File: src/rtl/core/pop3rd_pkg.sv
// Package for the POP3 response deframer: beat types, state codes,
// outcome codes and sizing constants. No dependencies.
package pop3rd_pkg;

    // Longest line accepted before the response is aborted
    localparam int MAX_LINE = 512;
    localparam int LEN_W    = $clog2(MAX_LINE + 1);

    // Result queue depth; one input beat may add up to three results
    localparam int QDEPTH   = 6;
    localparam int QCNT_W   = $clog2(QDEPTH + 1);
    localparam int MAX_RES  = 3;

    // Input beat kinds
    localparam logic KIND_BYTE    = 1'b0;
    localparam logic KIND_TIMEOUT = 1'b1;

    // Phase codes
    localparam logic [1:0] PH_IDLE  = 2'd0;
    localparam logic [1:0] PH_FIRST = 2'd1;
    localparam logic [1:0] PH_BODY  = 2'd2;

    // +OK prefix match progress; PFX_BAD marks a mismatch
    localparam logic [2:0] PFX_DONE = 3'd3;
    localparam logic [2:0] PFX_BAD  = 3'd4;

    // Held leading bytes of a body line
    localparam logic [1:0] HOLD_NONE   = 2'd0;
    localparam logic [1:0] HOLD_DOT    = 2'd1;
    localparam logic [1:0] HOLD_DOT_CR = 2'd2;

    // Outcome codes
    localparam logic [2:0] OC_PROGRESS = 3'd0;
    localparam logic [2:0] OC_OK       = 3'd1;
    localparam logic [2:0] OC_ERROR    = 3'd2;
    localparam logic [2:0] OC_OVERFLOW = 3'd3;
    localparam logic [2:0] OC_TIMEOUT  = 3'd4;

    // Characters of interest
    localparam logic [7:0] CH_DOT = 8'h2E;
    localparam logic [7:0] CH_CR  = 8'h0D;
    localparam logic [7:0] CH_LF  = 8'h0A;

    typedef struct packed {
        logic       kind;
        logic [7:0] data_byte;
        logic       expect_multiline;
    } in_item_t;

    typedef struct packed {
        logic [7:0] out_byte;
        logic       has_byte;
        logic       last;
        logic [2:0] outcome;
    } res_item_t;

    // Results caused by one input beat, in delivery order from index 0
    typedef struct packed {
        logic [1:0]                count;
        res_item_t [MAX_RES-1:0]   res;
    } step_out_t;

    // Expected character of "+OK" at a given match position
    function automatic logic [7:0] ok_char(input logic [1:0] pos);
        logic [7:0] c;
        unique case (pos)
            2'd0:    c = 8'h2B;
            2'd1:    c = 8'h4F;
            2'd2:    c = 8'h4B;
            default: c = 8'h00;
        endcase
        return c;
    endfunction

    function automatic res_item_t data_res(input logic [7:0] b);
        res_item_t r;
        r.out_byte = b;
        r.has_byte = 1'b1;
        r.last     = 1'b0;
        r.outcome  = OC_PROGRESS;
        return r;
    endfunction

    function automatic res_item_t end_res(input logic [2:0] oc);
        res_item_t r;
        r.out_byte = 8'h00;
        r.has_byte = 1'b0;
        r.last     = 1'b1;
        r.outcome  = oc;
        return r;
    endfunction

endpackage

File: src/rtl/core/pop3rd_step.sv
// Per-beat deframing logic: response state registers and the results that
// one accepted beat causes. Depends on pop3rd_pkg.
module pop3rd_step (
    input  logic                 clk,
    input  logic                 rst_n,
    input  logic                 fire,
    input  pop3rd_pkg::in_item_t item,
    output pop3rd_pkg::step_out_t step
);
    import pop3rd_pkg::*;

    logic [1:0]       phase_reg,  phase_next;
    logic [2:0]       pfx_reg,    pfx_next;
    logic [LEN_W-1:0] len_reg,    len_next;
    logic [1:0]       held_reg,   held_next;
    logic             mode_reg,   mode_next;

    logic             idle;
    logic [2:0]       pfx_cur;
    logic [1:0]       held_cur;
    logic             mode_cur;
    logic [LEN_W-1:0] len_inc;
    logic             lf;
    logic [7:0]       b;

    // Effective state: an idle block starts a fresh response
    always_comb
    begin
        b        = item.data_byte;
        lf       = (b == CH_LF);
        idle     = (phase_reg == PH_IDLE);
        pfx_cur  = idle ? 3'd0 : pfx_reg;
        held_cur = idle ? HOLD_NONE : held_reg;
        mode_cur = idle ? item.expect_multiline : mode_reg;
        len_inc  = (idle ? '0 : len_reg) + LEN_W'(1);
    end

    // Next state and results for the beat
    always_comb
    begin
        phase_next = phase_reg;
        pfx_next   = pfx_reg;
        len_next   = len_reg;
        held_next  = held_reg;
        mode_next  = mode_reg;
        step.count = 2'd0;
        step.res   = '0;

        priority if (item.kind == KIND_TIMEOUT)
        begin
            phase_next  = PH_IDLE;
            pfx_next    = 3'd0;
            len_next    = '0;
            held_next   = HOLD_NONE;
            step.count  = 2'd1;
            step.res[0] = end_res(OC_TIMEOUT);
        end
        else if (len_inc >= LEN_W'(MAX_LINE) && !lf)
        begin
            mode_next   = mode_cur;
            phase_next  = PH_IDLE;
            pfx_next    = 3'd0;
            len_next    = '0;
            held_next   = HOLD_NONE;
            step.count  = 2'd1;
            step.res[0] = end_res(OC_OVERFLOW);
        end
        else if (idle || phase_reg == PH_FIRST)
        begin
            // First line: pass through while matching +OK
            mode_next   = mode_cur;
            step.count  = 2'd1;
            step.res[0] = data_res(b);
            if (pfx_cur < PFX_DONE)
            begin
                pfx_next = (b == ok_char(pfx_cur[1:0])) ? pfx_cur + 3'd1 : PFX_BAD;
            end
            else
            begin
                pfx_next = pfx_cur;
            end
            priority if (!lf)
            begin
                phase_next = PH_FIRST;
                len_next   = len_inc;
                held_next  = HOLD_NONE;
            end
            else if (pfx_next == PFX_DONE && mode_cur)
            begin
                phase_next = PH_BODY;
                len_next   = '0;
                held_next  = HOLD_NONE;
            end
            else
            begin
                step.res[0].last    = 1'b1;
                step.res[0].outcome = (pfx_next == PFX_DONE) ? OC_OK : OC_ERROR;
                phase_next = PH_IDLE;
                pfx_next   = 3'd0;
                len_next   = '0;
                held_next  = HOLD_NONE;
            end
        end
        else
        begin
            // Body line: dot unstuffing and end marker
            len_next  = lf ? '0 : len_inc;
            held_next = HOLD_NONE;
            priority if (held_cur == HOLD_DOT)
            begin
                priority if (b == CH_DOT)
                begin
                    step.count  = 2'd1;
                    step.res[0] = data_res(CH_DOT);
                end
                else if (b == CH_CR)
                begin
                    held_next = HOLD_DOT_CR;
                end
                else
                begin
                    step.count  = 2'd2;
                    step.res[0] = data_res(CH_DOT);
                    step.res[1] = data_res(b);
                end
            end
            else if (held_cur == HOLD_DOT_CR)
            begin
                if (lf)
                begin
                    phase_next  = PH_IDLE;
                    pfx_next    = 3'd0;
                    len_next    = '0;
                    step.count  = 2'd1;
                    step.res[0] = end_res(OC_OK);
                end
                else
                begin
                    step.count  = 2'd3;
                    step.res[0] = data_res(CH_DOT);
                    step.res[1] = data_res(CH_CR);
                    step.res[2] = data_res(b);
                end
            end
            else if (len_inc == LEN_W'(1) && b == CH_DOT)
            begin
                held_next = HOLD_DOT;
            end
            else
            begin
                step.count  = 2'd1;
                step.res[0] = data_res(b);
            end
        end
    end

    // State registers
    always_ff @(posedge clk or negedge rst_n)
    begin
        if (!rst_n)
        begin
            phase_reg <= PH_IDLE;
            pfx_reg   <= 3'd0;
            len_reg   <= '0;
            held_reg  <= HOLD_NONE;
            mode_reg  <= 1'b0;
        end
        else if (fire)
        begin
            phase_reg <= phase_next;
            pfx_reg   <= pfx_next;
            len_reg   <= len_next;
            held_reg  <= held_next;
            mode_reg  <= mode_next;
        end
    end

endmodule

File: src/rtl/core/pop3_response_deframer_top.sv
// Top level of the POP3 response deframer: input channel, step logic and
// result queue. Depends on pop3rd_pkg and pop3rd_step.
//
// Usage:
//   byte channel (byte_valid / byte_stall / byte_item) carries one received
//   byte or a read-timeout event per beat. res channel (res_valid /
//   res_stall / res_item) carries one result per beat: an unstuffed byte,
//   and on the beat that ends a response, last with its outcome.
//   Each input beat causes zero to three results. They are computed in the
//   cycle the beat is accepted and written to a six-entry result queue whose
//   head is the registered output. Throughput is one input beat per cycle
//   while the receiver keeps up; byte_stall rises whenever the queue has
//   fewer than three free entries, which is set by the worst-case burst of a
//   held dot and CR followed by another byte.
//   A stalled result beat holds its value; the queue keeps absorbing input
//   beats until fewer than three of its entries are free.
//   Reset empties the queue and returns the deframer to waiting for the
//   start of a response.
module pop3_response_deframer_top (
    input  logic                  clk,
    input  logic                  rst_n,
    input  logic                  byte_valid,
    output logic                  byte_stall,
    input  pop3rd_pkg::in_item_t  byte_item,
    output logic                  res_valid,
    input  logic                  res_stall,
    output pop3rd_pkg::res_item_t res_item
);
    import pop3rd_pkg::*;

    logic                    fire;
    logic                    pop;
    step_out_t               step;
    res_item_t [QDEPTH-1:0]  q_reg,   q_next;
    logic [QCNT_W-1:0]       cnt_reg, cnt_next;
    logic [QCNT_W-1:0]       base;
    logic [QCNT_W-1:0]       push_n;
    logic [QCNT_W-1:0]       off;

    // Handshakes
    assign byte_stall = (cnt_reg > QCNT_W'(QDEPTH - MAX_RES));
    assign fire       = byte_valid && !byte_stall;
    assign res_valid  = (cnt_reg != '0);
    assign res_item   = q_reg[0];
    assign pop        = res_valid && !res_stall;

    pop3rd_step u_step (
        .clk   (clk),
        .rst_n (rst_n),
        .fire  (fire),
        .item  (byte_item),
        .step  (step)
    );

    // Queue update: shift out the head, append new results behind the rest
    always_comb
    begin
        base     = cnt_reg - QCNT_W'(pop);
        push_n   = fire ? QCNT_W'(step.count) : '0;
        cnt_next = base + push_n;
        for (int i = 0; i < QDEPTH; i++)
        begin
            off = QCNT_W'(i) - base;
            if (pop && i < QDEPTH - 1)
            begin
                q_next[i] = q_reg[i + 1];
            end
            else
            begin
                q_next[i] = q_reg[i];
            end
            if (QCNT_W'(i) >= base && off < push_n)
            begin
                q_next[i] = step.res[off[1:0]];
            end
        end
    end

    // Queue occupancy
    always_ff @(posedge clk or negedge rst_n)
    begin
        if (!rst_n)
        begin
            cnt_reg <= '0;
        end
        else
        begin
            cnt_reg <= cnt_next;
        end
    end

    // Queue payload
    always_ff @(posedge clk)
    begin
        q_reg <= q_next;
    end

endmodule

File: config.mk
export PLATFORM = sky130hd
export DESIGN_NAME = pop3_response_deframer_top
export DESIGN_NICKNAME = d
export VERILOG_FILES = /design/src/rtl/core/pop3rd_pkg.sv /design/src/rtl/core/pop3rd_step.sv /design/src/rtl/core/pop3_response_deframer_top.sv
export SDC_FILE = /design/constraint.sdc
export NUM_CORES = 1
export LEC_CHECK = 0
export BUFFER_PORTS_ARGS = -buffer_cell sky130_fd_sc_hd__buf_2
export CELL_PAD_IN_SITES_DETAIL_PLACEMENT = 1
export CELL_PAD_IN_SITES_GLOBAL_PLACEMENT = 1
export CORE_MARGIN = 8
export CORE_UTILIZATION = 53
export DETAILED_ROUTE_END_ITERATION = 16
export PLACE_DENSITY = 0.84
export SLEW_MARGIN = 5
export SYNTH_ARGS = -nofsm -noshare
export SYNTH_HDL_FRONTEND = slang
export SYNTH_SLANG_ARGS = --single-unit
File: constraint.sdc
create_clock -name clk -period 13.3 [get_ports clk]
set_input_delay 2.66 -clock clk [delete_from_list [all_inputs] [get_ports clk]]
set_output_delay 2.66 -clock clk [all_outputs]
set_load 0.01 [all_outputs]
# Yosys cells after proc, flatten, opt, wreduce, memory -nomap -nowiden
# Index checks and enable logic that the tools add are counted.
# op_classes
addsub,10
multipliers,0
div_mod_pow,0
n_lt_le_gt_ge,21
eq_ne,12
shift,0
mux,98
bitwise,1
reduce_logical,28
# ops
cell,count
2-to-1 mux 13 bit,24
2-to-1 mux 26 bit,7
binary-select mux 13 bit (select 2 bit),6
2-to-1 mux 10 bit,8
2-to-1 mux 2 bit,25
2-to-1 mux 3 bit,14
2-to-1 mux 8 bit,4
one-hot mux 7 bit (3 select lines),1
< comparator 2 x 3 -> 1 bit (second input constant),6
< comparator 3 x 2 -> 1 bit,6
== test 8 x 4 -> 1 bit (second input constant),2
nonzero test 2 bit,6
logical AND 1 bit,11
2-to-1 mux 11 bit,1
adder 10 x 1 -> 10 bit (second input constant),1
== test 10 x 1 -> 1 bit (second input constant),1
>= comparator 10 bit (second input constant),1
== test 8 x 6 -> 1 bit (second input constant),1
== test 8 bit,1
2-to-1 mux 4 bit,2
nonzero test 4 bit,2
== test 2 x 1 -> 1 bit (second input constant),3
>= comparator 1 x 3 -> 1 bit (first input constant),2
>= comparator 2 x 3 -> 1 bit (first input constant),2
20 further kinds,33
# totals
reg_bits,99
latchBits,0
ram_bits,0
rom_bits,0
input_bits,14
memories,0

# Longest topological paths before layout
# Gate-level depths: netlist of the first run.
# depth
depth_word,24
ltp_mapped,21
ltp_nobuf,18

# Hierarchy
# A second synthesis of the first run with hierarchy kept.
# hier_totals
cells_unflattened,666
hier_area_um2,6715.2
# modules_own_cells
module,instances,cells_per_inst,area_per_inst_um2,seq_area_each_um2
pop3_response_deframer_top,1,388,4665.7,2417.3
pop3rd_step,1,278,2049.5,450.4

# Worst setup path after synthesis of the first run
# No wires, ideal clock.
# synth_timing
kind,input to register
startpoint,input byte_item[5] (netlist bit)
endpoint,register q_reg[62] (netlist bit) (data pin)
arrival_time_ns,6.022
path_slack_ns,7.018
path_stages,12
path_buffers,2
cell_sequence,buf_6 -> nor4b_4 -> a31oi_1 -> mux2_2 -> buf_2 -> a211oi_1 -> and2_1 -> inv_1 -> ha_1 -> a21o_1 -> a211oi_1 -> mux2_2
# synth_rtl
element,line_no,text
start: declaration,pop3_response_deframer_top.sv:24,"input pop3rd_pkg::in_item_t byte_item,"
end signal: assignment,pop3_response_deframer_top.sv:95,q_reg <= q_next;
end: declaration,pop3_response_deframer_top.sv:34,"res_item_t [QDEPTH-1:0] q_reg, q_next;"

# Final worst setup path of the first run
# layout_timing
startpoint,input res_stall
endpoint,register q_reg (netlist bit res_item[7]) (enable)
# layout_via
elab_chain_cells,7
word_cells_on_any_way,8
# layout_rtl
element,line_no,text
start: declaration,pop3_response_deframer_top.sv:26,"input logic res_stall,"
logical NOT 1 bit *,pop3_response_deframer_top.sv:45,assign pop = res_valid && !res_stall;
logical AND 1 bit *,pop3_response_deframer_top.sv:45,
subtractor 3 x 1 -> 3 bit,pop3_response_deframer_top.sv:58,base = cnt_reg - QCNT_W'(pop);
subtractor 1 x 3 -> 3 bit,pop3_response_deframer_top.sv:63,off = QCNT_W'(i) - base;
< comparator 3 x 2 -> 1 bit,pop3_response_deframer_top.sv:72,if (QCNT_W'(i) >= base && off < push_n)
logical AND 1 bit,pop3_response_deframer_top.sv:72,
nonzero test 2 bit (no line) *,n/a,
# Mark *: on every way between the ends. The rest lies on a longest branch, timed or not.
# A chain may end at the register's enable or synchronous reset.

==> results.tsv, run 1 <==
stage	metric	value	unit
timing	worst_slack	5.912	ns
worst_hold_path	hold_class	reg -> reg	
logic_synthesis	synth_largest_area_cell	edfxtp_1	
timing	grt_setup_unrepaired	no	
drt	wirelength	20610	um
worst_setup_path	regToRegSetupSlack	7.45	ns
logic_synthesis	synth_top_area_frac	0.3577	
final_layout	n_antenna_cell	0	
grt	grt_first_pass_wirelength	32660	um
worst_setup_path	path_delay_family	adder cells	
worst_setup_path	cp_max_fo	30	
power_and_ir_drop	power	1881	uW
timing	worst_hold_slack	0.5303	ns
worst_setup_path	r2r-start	cnt_reg[2]$_DFF_PN0_	
timing	relSlewSlack	0.2095	
logic_synthesis	yosysMostFrequentCell	nand2_1	
logic_synthesis	synth_enable_flop_cells	78	
place	post-place-ws	5.587	ns
grt	grt_remaining_overflow	0	
clocking	cts_buffer_depth	2	
final_layout	nets	713	
timing	finalSetupTns	0	ns
power_and_ir_drop	seq_power_share	0.339	
grt	grt_pass1_vias	5905	
final_layout	drive_gt1_frac	0.1208	
drt	vias	5667	
grt	grt_antenna_before_repair	0	
timing	fin_skew	0.01169	ns
worst_hold_path	hold_depth	2	
worst_setup_path	end_kind	flip-flop	
logic_synthesis	synth_cells	685	
worst_setup_path	crit_slowest_cell	ha_1	
place	place_congestion	0.9322	
flow_run	max_cap_violations	0	
clocking	cts.clk_slew.worst_paths	0.08	ns
final_layout	synthToLayoutAreaGrowth	6.287	%
power_and_ir_drop	ir_drop	0.0001130	V
die	pin_count	29	
timing	finalSetupViolations	0	
drt	routedWlPerCell	24.33	um
logic_synthesis	async_reset_ff_frac	0.2121	
power_and_ir_drop	swShare	0.4610	
drt	firstDrtPassIters	5	
worst_hold_path	worstHoldEndpoint	q_reg[28]$_DFFE_PP_	
die	initial_core_util	0.5428	
die	die_h	127.1	um
worst_setup_path	ff2ff_path_depth	13	
final_layout	utilization	0.5770	
clocking	clock_sinks	99	
worst_hold_path	worstHoldStart	q_reg[41]$_DFFE_PP_	
worst_setup_path	critical_path_class	in -> reg	
outcome	status	finished, final reports clean	
clocking	cts_buffers	9	
logic_synthesis	postSynthAreaPerCell	9.558	um^2
worst_setup_path	cp_slowest_stage_delay	0.87	ns
timing	fmax	0.1354	GHz
power_and_ir_drop	power.density	270.3	nW/um^2
clocking	cts_tree	done	
logic_synthesis	ys_seq_elements	99	
die	die_area	16170	um^2
drt	ant_nets	0	
timing	fin_crit_sh	0.5555	
clocking	h-tree-depth	3	
grt	grt_util_all_layers	0.2582	
power_and_ir_drop	p_int	1014	uW
power_and_ir_drop	clock_power_share	0.137	
logic_synthesis	syn_nets	724	
die	dieWidth	127.1	um
clocking	cts_root_buf	clkbuf_16	
logic_synthesis	synthFlopType	edfxtp_1	
final_layout	largest_reg_flops	65	
clocking	cts_setup_buffers	0	
logic_synthesis	synthTopCellsByCount	nand2_1, edfxtp_1, o21ai_0	
drt	route.detailed.drc	0	
die	coreArea	12060	um^2
timing	slew_violations	0	
worst_setup_path	path_buf_inv	5	
logic_synthesis	netlist-cell-type-count	73	
worst_setup_path	path_cells	buf_2 > nand2b_1 > inv_1 > ha_1 > ha_1 > buf_4 > inv_1 > ha_1 > clkinv_1 > ha_1 > a21oi_1 > nand3_1 > nand2_1	
drt	drtIter0Drc	543	
power_and_ir_drop	p_leak	0.002577	uW
logic_synthesis	syn-cell-area	6548	um^2
timing	worst_pin_slew	1.178	ns
clocking	insertion_delay	0.36	ns
grt	grt_max_degree	49	
logic_synthesis	ys_warn_count	0	
timing	layout_min_cycle_time	7.388	ns
power_and_ir_drop	p_comb_frac	0.524	
worst_setup_path	required	13.30	ns
logic_synthesis	seq_area_frac_synth	0.4380	
logic_synthesis	synthTopCellsByArea	edfxtp_1, dfrtp_1, nand2_1	
worst_setup_path	cp.arrival	7.38	ns
clocking	post_cts_resize_count	0	
worst_setup_path	cp-start-kind	input pin	
drt	vias_per_cell	6.691	
clocking	hold_buffers	0	
worst_setup_path	reg2reg_to	res_item[7]$_DFFE_PP_	
timing	hold_viol	0	
power_and_ir_drop	switchingPower	867.1	uW
place	hpwl	15200	um
place	port_buffers	28	
worst_setup_path	cpMostUsedCell	ha_1	
die	rows	40	
power by group through the flow:
| stage | combinational (uW) | clock, uW | sequential, uW |
|---|---|---|---|
| 2_1_floorplan | 712 | 0 | 605 |
| 3_3_place_gp | 914 | 0 | 635 |
| 3_5_place_dp | 972 | 0 | 639 |
| 4_1_cts | 978 | 261 | 637 |
| 5_1_grt | 1070 | 268 | 650 |
| 6_report | 985 | 258 | 637 |
cell families after synthesis:
family / count (synthesis) / share of synthesized area
muxes: 21 / 0.03497
DFF: 99 / 0.4380
adders and majority gates: 25 / 0.04892
and+or+nand+nor: 236 / 0.1785
buffers and inverters: 79 / 0.05561
AOI/OAI and AO/OA: 216 / 0.2320
xor gates and xnor gates: 9 / 0.01204
worst register-to-register path: cells and delay by family (launching register included):
kind                       cells  cell delay (ns)
and+or+nand+nor                4             1.84
buffers and inverters          4             1.22
DFF                            1             0.43
adders and majority gates      4             1.80
AOI/OAI and AO/OA              1             0.19
routing by layer:
metal  routed length [um]  up-vias  global-route usage
met1                 8460     2822              0.3164
li1                     -     2574                   -
met5                    0        -                   0
met4                  482        0             0.09937
met2                10220      234              0.4374
met3                 1443       37             0.05366
worst max-delay path by stage:
stage,start,endpoint,slack [ns],cells after the start
finish,res_stall,res_item[7]$_DFFE_PP_,5.91,13
global route,res_stall,res_item[7]$_DFFE_PP_,5.66,13
CTS,res_stall,res_item[7]$_DFFE_PP_,5.92,13
detailed placement,res_stall,res_item[0]$_DFFE_PP_,5.59,13
global placement,res_stall,res_item[0]$_DFFE_PP_,5.91,13
floorplan,byte_item[5],q_reg[62]$_DFFE_PP_,7.02,12
metrics by stage:
step                      instance area, um^2  instances
after floorplan                          6548        685
after global placement                   6675        831
after detailed placement                 6675        831
after CTS                                6959        847
after global routing                     6959        847
final                                    6959        847
layout make-up:
class,count,area (um^2)
fill,1356,5102
multi-input combinational,507,3322
sequential,99,2868
clock buffer,10,229.0
tap,168,210.2
timing repair buffer,35,192.7
inverter,22,82.58
clock inverter,6,55.05
cells in the final DEF, fill, tap and decap left out, drive strengths merged, types with 5 or more instances in the layout:
master | netlist | layout
ha | 24 | 24
edfxtp | 78 | 78
a32o | 10 | 10
nand2b | 6 | 6
nor2b | 12 | 12
or3 | 6 | 6
o22ai | 7 | 7
inv | 21 | 25
nor3 | 21 | 21
nand2 | 88 | 88
mux2 | 12 | 12
xnor2 | 6 | 6
and3 | 11 | 11
nor2 | 39 | 39
dfrtp | 21 | 21
a211oi | 17 | 17
a21oi | 36 | 36
o21ai | 48 | 48
a22o | 7 | 7
a31oi | 12 | 12
a22oi | 5 | 5
mux2i | 9 | 9
nor4 | 9 | 9
o2bb2ai | 7 | 7
buf | 20 | 35
clkbuf | 37 | 10
o31ai | 15 | 15
nand3 | 21 | 21
o211ai | 9 | 9
o221a | 5 | 5
Note: power is estimated with default switching activity, not from simulation.
==> run 2: changes to the inputs <==
--- a/config.mk
+++ b/config.mk
@@ -5,13 +5,14 @@
 export SDC_FILE = /design/constraint.sdc
 export NUM_CORES = 1
 export LEC_CHECK = 0
+export ABC_AREA = 1
 export BUFFER_PORTS_ARGS = -buffer_cell sky130_fd_sc_hd__buf_2
 export CELL_PAD_IN_SITES_DETAIL_PLACEMENT = 1
 export CELL_PAD_IN_SITES_GLOBAL_PLACEMENT = 1
 export CORE_MARGIN = 8
-export CORE_UTILIZATION = 53
+export CORE_UTILIZATION = 47
 export DETAILED_ROUTE_END_ITERATION = 16
-export PLACE_DENSITY = 0.84
+export PLACE_DENSITY = 0.79
 export SLEW_MARGIN = 5
 export SYNTH_ARGS = -nofsm -noshare
 export SYNTH_HDL_FRONTEND = slang
==> constraint.sdc (replaced) <==
create_clock -name clk -period 6.9 [get_ports clk]
set_input_delay 1.38 -clock clk [delete_from_list [all_inputs] [get_ports clk]]
set_output_delay 1.38 -clock clk [all_outputs]
set_load 0.01 [all_outputs]
==> results.tsv, run 2 <==
stage	metric	value	unit	change
logic_synthesis	async_reset_ff_frac	0.2121		unchanged
logic_synthesis	synthFlopType	edfxtp_1		
clocking	hold_buffers	0		unchanged
worst_setup_path	path_cells	buf_2 > nor2_1 > nand3_1 > nor2_4 > inv_2 > nand2_4 > o2111ai_1 > nor2_1 > inv_1 > ha_1 > a211oi_1 > and2_1 > inv_2 > nor2_1 > inv_1 > o21ai_0		
die	die_area	17770	um^2	+9.9%
logic_synthesis	postSynthAreaPerCell	7.973	um^2	-17%
logic_synthesis	syn-cell-area	6466	um^2	-1.2%
logic_synthesis	seq_area_frac_synth	0.4435		+0.005509
timing	worst_hold_slack	0.5213	ns	-0.008946 ns
clocking	clock_sinks	99		unchanged
timing	worst_pin_slew	0.9509	ns	-0.2269 ns
die	pin_count	29		unchanged
timing	grt_setup_unrepaired	no		
die	initial_core_util	0.4732		-0.06967
drt	vias_per_cell	5.652		-16%
worst_setup_path	path_delay_family	simple AND/OR/NAND/NOR gates		
logic_synthesis	synth_enable_flop_cells	78		unchanged
die	rows	43		+7.5%
worst_setup_path	critical_path_class	in -> reg		
die	die_h	133.3	um	+4.8%
place	port_buffers	28		unchanged
power_and_ir_drop	p_leak	0.003010	uW	+17%
clocking	cts_buffers	9		unchanged
logic_synthesis	ys_warn_count	0		unchanged
worst_setup_path	cp_max_fo	21		-30%
worst_setup_path	cp.arrival	5.42	ns	-1.96 ns
clocking	cts_buffer_depth	2		unchanged
grt	grt_remaining_overflow	0		unchanged
place	hpwl	15220	um	+0.16%
power_and_ir_drop	power.density	496.0	nW/um^2	+84%
final_layout	synthToLayoutAreaGrowth	7.663	%	
grt	grt_max_degree	45		-8.2%
drt	vias	5652		-0.26%
die	dieWidth	133.3	um	+4.8%
worst_setup_path	cp-start-kind	input pin		
timing	fmax	0.1913	GHz	
logic_synthesis	netlist-cell-type-count	51		-30%
drt	firstDrtPassIters	5		unchanged
outcome	status	finished, final reports clean		
drt	route.detailed.drc	0		unchanged
logic_synthesis	yosysMostFrequentCell	nand2_1		
grt	grt_antenna_before_repair	0		unchanged
logic_synthesis	synth_largest_area_cell	edfxtp_1		
final_layout	regArea	2868	um^2	unchanged
final_layout	final_common_cell	nand2_1		
worst_setup_path	required	7.09	ns	-6.21 ns
flow_run	max_cap_violations	0		unchanged
drt	wirelength	19540	um	-5.2%
final_layout	multiInputGateArea	3020	um^2	-9.1%
drt	drtIter0Drc	408		-25%
clocking	cts_root_buf	clkbuf_16		
place	place_congestion	0.9454		+1.4%
worst_setup_path	path_buf_inv	5		unchanged
timing	fin_crit_sh	0.7576		
worst_hold_path	hold_class	reg -> reg		
timing	layout_min_cycle_time	5.227	ns	
timing	finalSetupViolations	0		unchanged
grt	grt_pass1_vias	5934		+0.49%
final_layout	drive_gt1_frac	0.1098		-0.01101
logic_synthesis	synthTopCellsByArea	edfxtp_1, nand2_1, dfrtp_1		
worst_setup_path	end_kind	flip-flop		
logic_synthesis	ys_seq_elements	99		unchanged
worst_setup_path	cpMostUsedCell	nor2_1		
clocking	cts.clk_slew.worst_paths	0.08	ns	about the same
drt	routedWlPerCell	19.54	um	-20%
logic_synthesis	synth_top_area_frac	0.3622		+0.004499
grt	grt_first_pass_wirelength	31800	um	-2.6%
die	coreArea	13670	um^2	+13%
drt	ant_nets	0		unchanged
timing	relSlewSlack	0.3637		+0.1542
clocking	post_cts_resize_count	0		unchanged
clocking	h-tree-depth	3		unchanged
timing	hold_viol	0		unchanged
logic_synthesis	synthTopCellsByCount	nand2_1, inv_1, edfxtp_1		
final_layout	largest_reg_flops	65		unchanged
final_layout	n_antenna_cell	0		unchanged
final_layout	layout_common_cells	nand2_1, inv_1, edfxtp_1		
timing	finalSetupTns	0	ns	unchanged
final_layout	fillers	1705		+26%
worst_setup_path	cp_slowest_stage_delay	0.76	ns	-0.11 ns
timing	slew_violations	0		unchanged
final_layout	nets	854		+20%
worst_setup_path	crit_slowest_cell	nor2_1		
logic_synthesis	synth_cells	811		+18%
clocking	cts_setup_buffers	0		unchanged
timing	fin_skew	0.009659	ns	-0.002031 ns
logic_synthesis	syn_nets	850		+17%
clocking	cts_tree	done		
clocking	insertion_delay	0.36	ns	about the same
grt	grt_util_all_layers	0.2273		-0.03089
power_and_ir_drop	ir_drop	0.0001848	V	+64%
==> run 2: cell types whose count changed in the layout (fill, tap and decap cells not counted), sizes merged, moves of 14 or more <==
| cell | previous run | this run |
|---|---|---|
| nand2 | 88 | 247 |
| inv | 25 | 95 |
| nand3 | 21 | 72 |
| nor2 | 39 | 77 |
| a21oi | 36 | 3 |
| nand4 | 4 | 29 |
| a211oi | 17 | 2 |
| nor3 | 21 | 7 |
==> run 2: final timing paths <==
| kind | endpoint | cells past startpoint | slack [ns] | from |
|---|---|---|---|---|
| setup / recovery | q_reg[28]$_DFFE_PP_ | 16 | 1.67 | byte_item[5] |
| hold / removal | u_step.len_reg[6]$_DFFE_PN0P_ | 2 | 0.52 | u_step.len_reg[6]$_DFFE_PN0P_ |
| setup reg to reg | q_reg[28]$_DFFE_PP_ | 20 | 1.96 | u_step.phase_reg[1]$_DFFE_PN0P_ |
| hold reg to reg | u_step.len_reg[6]$_DFFE_PN0P_ | 2 | 0.52 | u_step.len_reg[6]$_DFFE_PN0P_ |
| max in group asynchronous | cnt_reg[2]$_DFF_PN0_ | 1 | 5.57 | rst_n |
| min in group asynchronous | u_step.pfx_reg[2]$_DFFE_PN0P_ | 1 | 0.98 | rst_n |
==> run 2: worst min-delay path: cells and delay by family, from the launching register on <==
| kind | cells | cell delay [ns] |
|---|---|---|
| simple gates | 1 | 0.05 |
| compound gates | 1 | 0.06 |
| flops | 1 | 0.37 |
==> run 2: cell type report <==
cell class | count | area share
clock buffer | 9 | 0.03235
clock inverter | 7 | 0.008627
sequential | 99 | 0.4119
tap | 180 | 0.03235
inverter | 94 | 0.05104
timing repair buffer | 37 | 0.02983
multi-input combinational | 574 | 0.4339
==> run 2: logic make-up (layout without fill, tap and decap cells) <==
| kind of cell | after synthesis | after routing | share of synthesized area |
|---|---|---|---|
| flops | 99 | 99 | 0.4435 |
| xor+xnor | 5 | 5 | 0.006772 |
| buf+inv | 138 | 147 | 0.09230 |
| simple gates | 439 | 439 | 0.3038 |
| compound gates | 105 | 105 | 0.1041 |
| fa+ha+maj | 25 | 25 | 0.04954 |
==> run 2: per-layer routing <==
metal	wire, um	vias to the layer above	share of wire	global-route usage
met4	449	0	0.023	0.08671
li1	-	2709	-	-
met3	914	34	0.047	0.03200
met2	9936	148	0.51	0.3951
met1	8243	2761	0.42	0.2790
met5	0	-	0	0
==> run 2: per-stage QoR <==
| step | setup slack (ns) | std cells | utilization | power (uW) | area, um^2 |
|---|---|---|---|---|---|
| 6_report | 1.673 | 1000 | 0.5094 | 3453 | 6962 |
| 3_5_place_dp | 1.401 | 984 | 0.4886 | 2953 | 6676 |
| 2_1_floorplan | 1.409 | 811 | - | 2398 | 6466 |
| 4_1_cts | 1.754 | 1000 | 0.5094 | 3462 | 6962 |
| 3_3_place_gp | 1.622 | 984 | 0.4886 | 2838 | 6676 |
| 5_1_grt | 1.377 | 1000 | 0.5094 | 3690 | 6962 |
==> run 2: power by group <==
| group | internal, uW | switching (uW) | leakage, uW |
|---|---|---|---|
| clock | 251 | 249 | 0.000136 |
| sequential | 1100 | 91.8 | 0.00104 |
| combinational | 495 | 1260 | 0.00183 |
| total | 1850 | 1600 | 0.00301 |
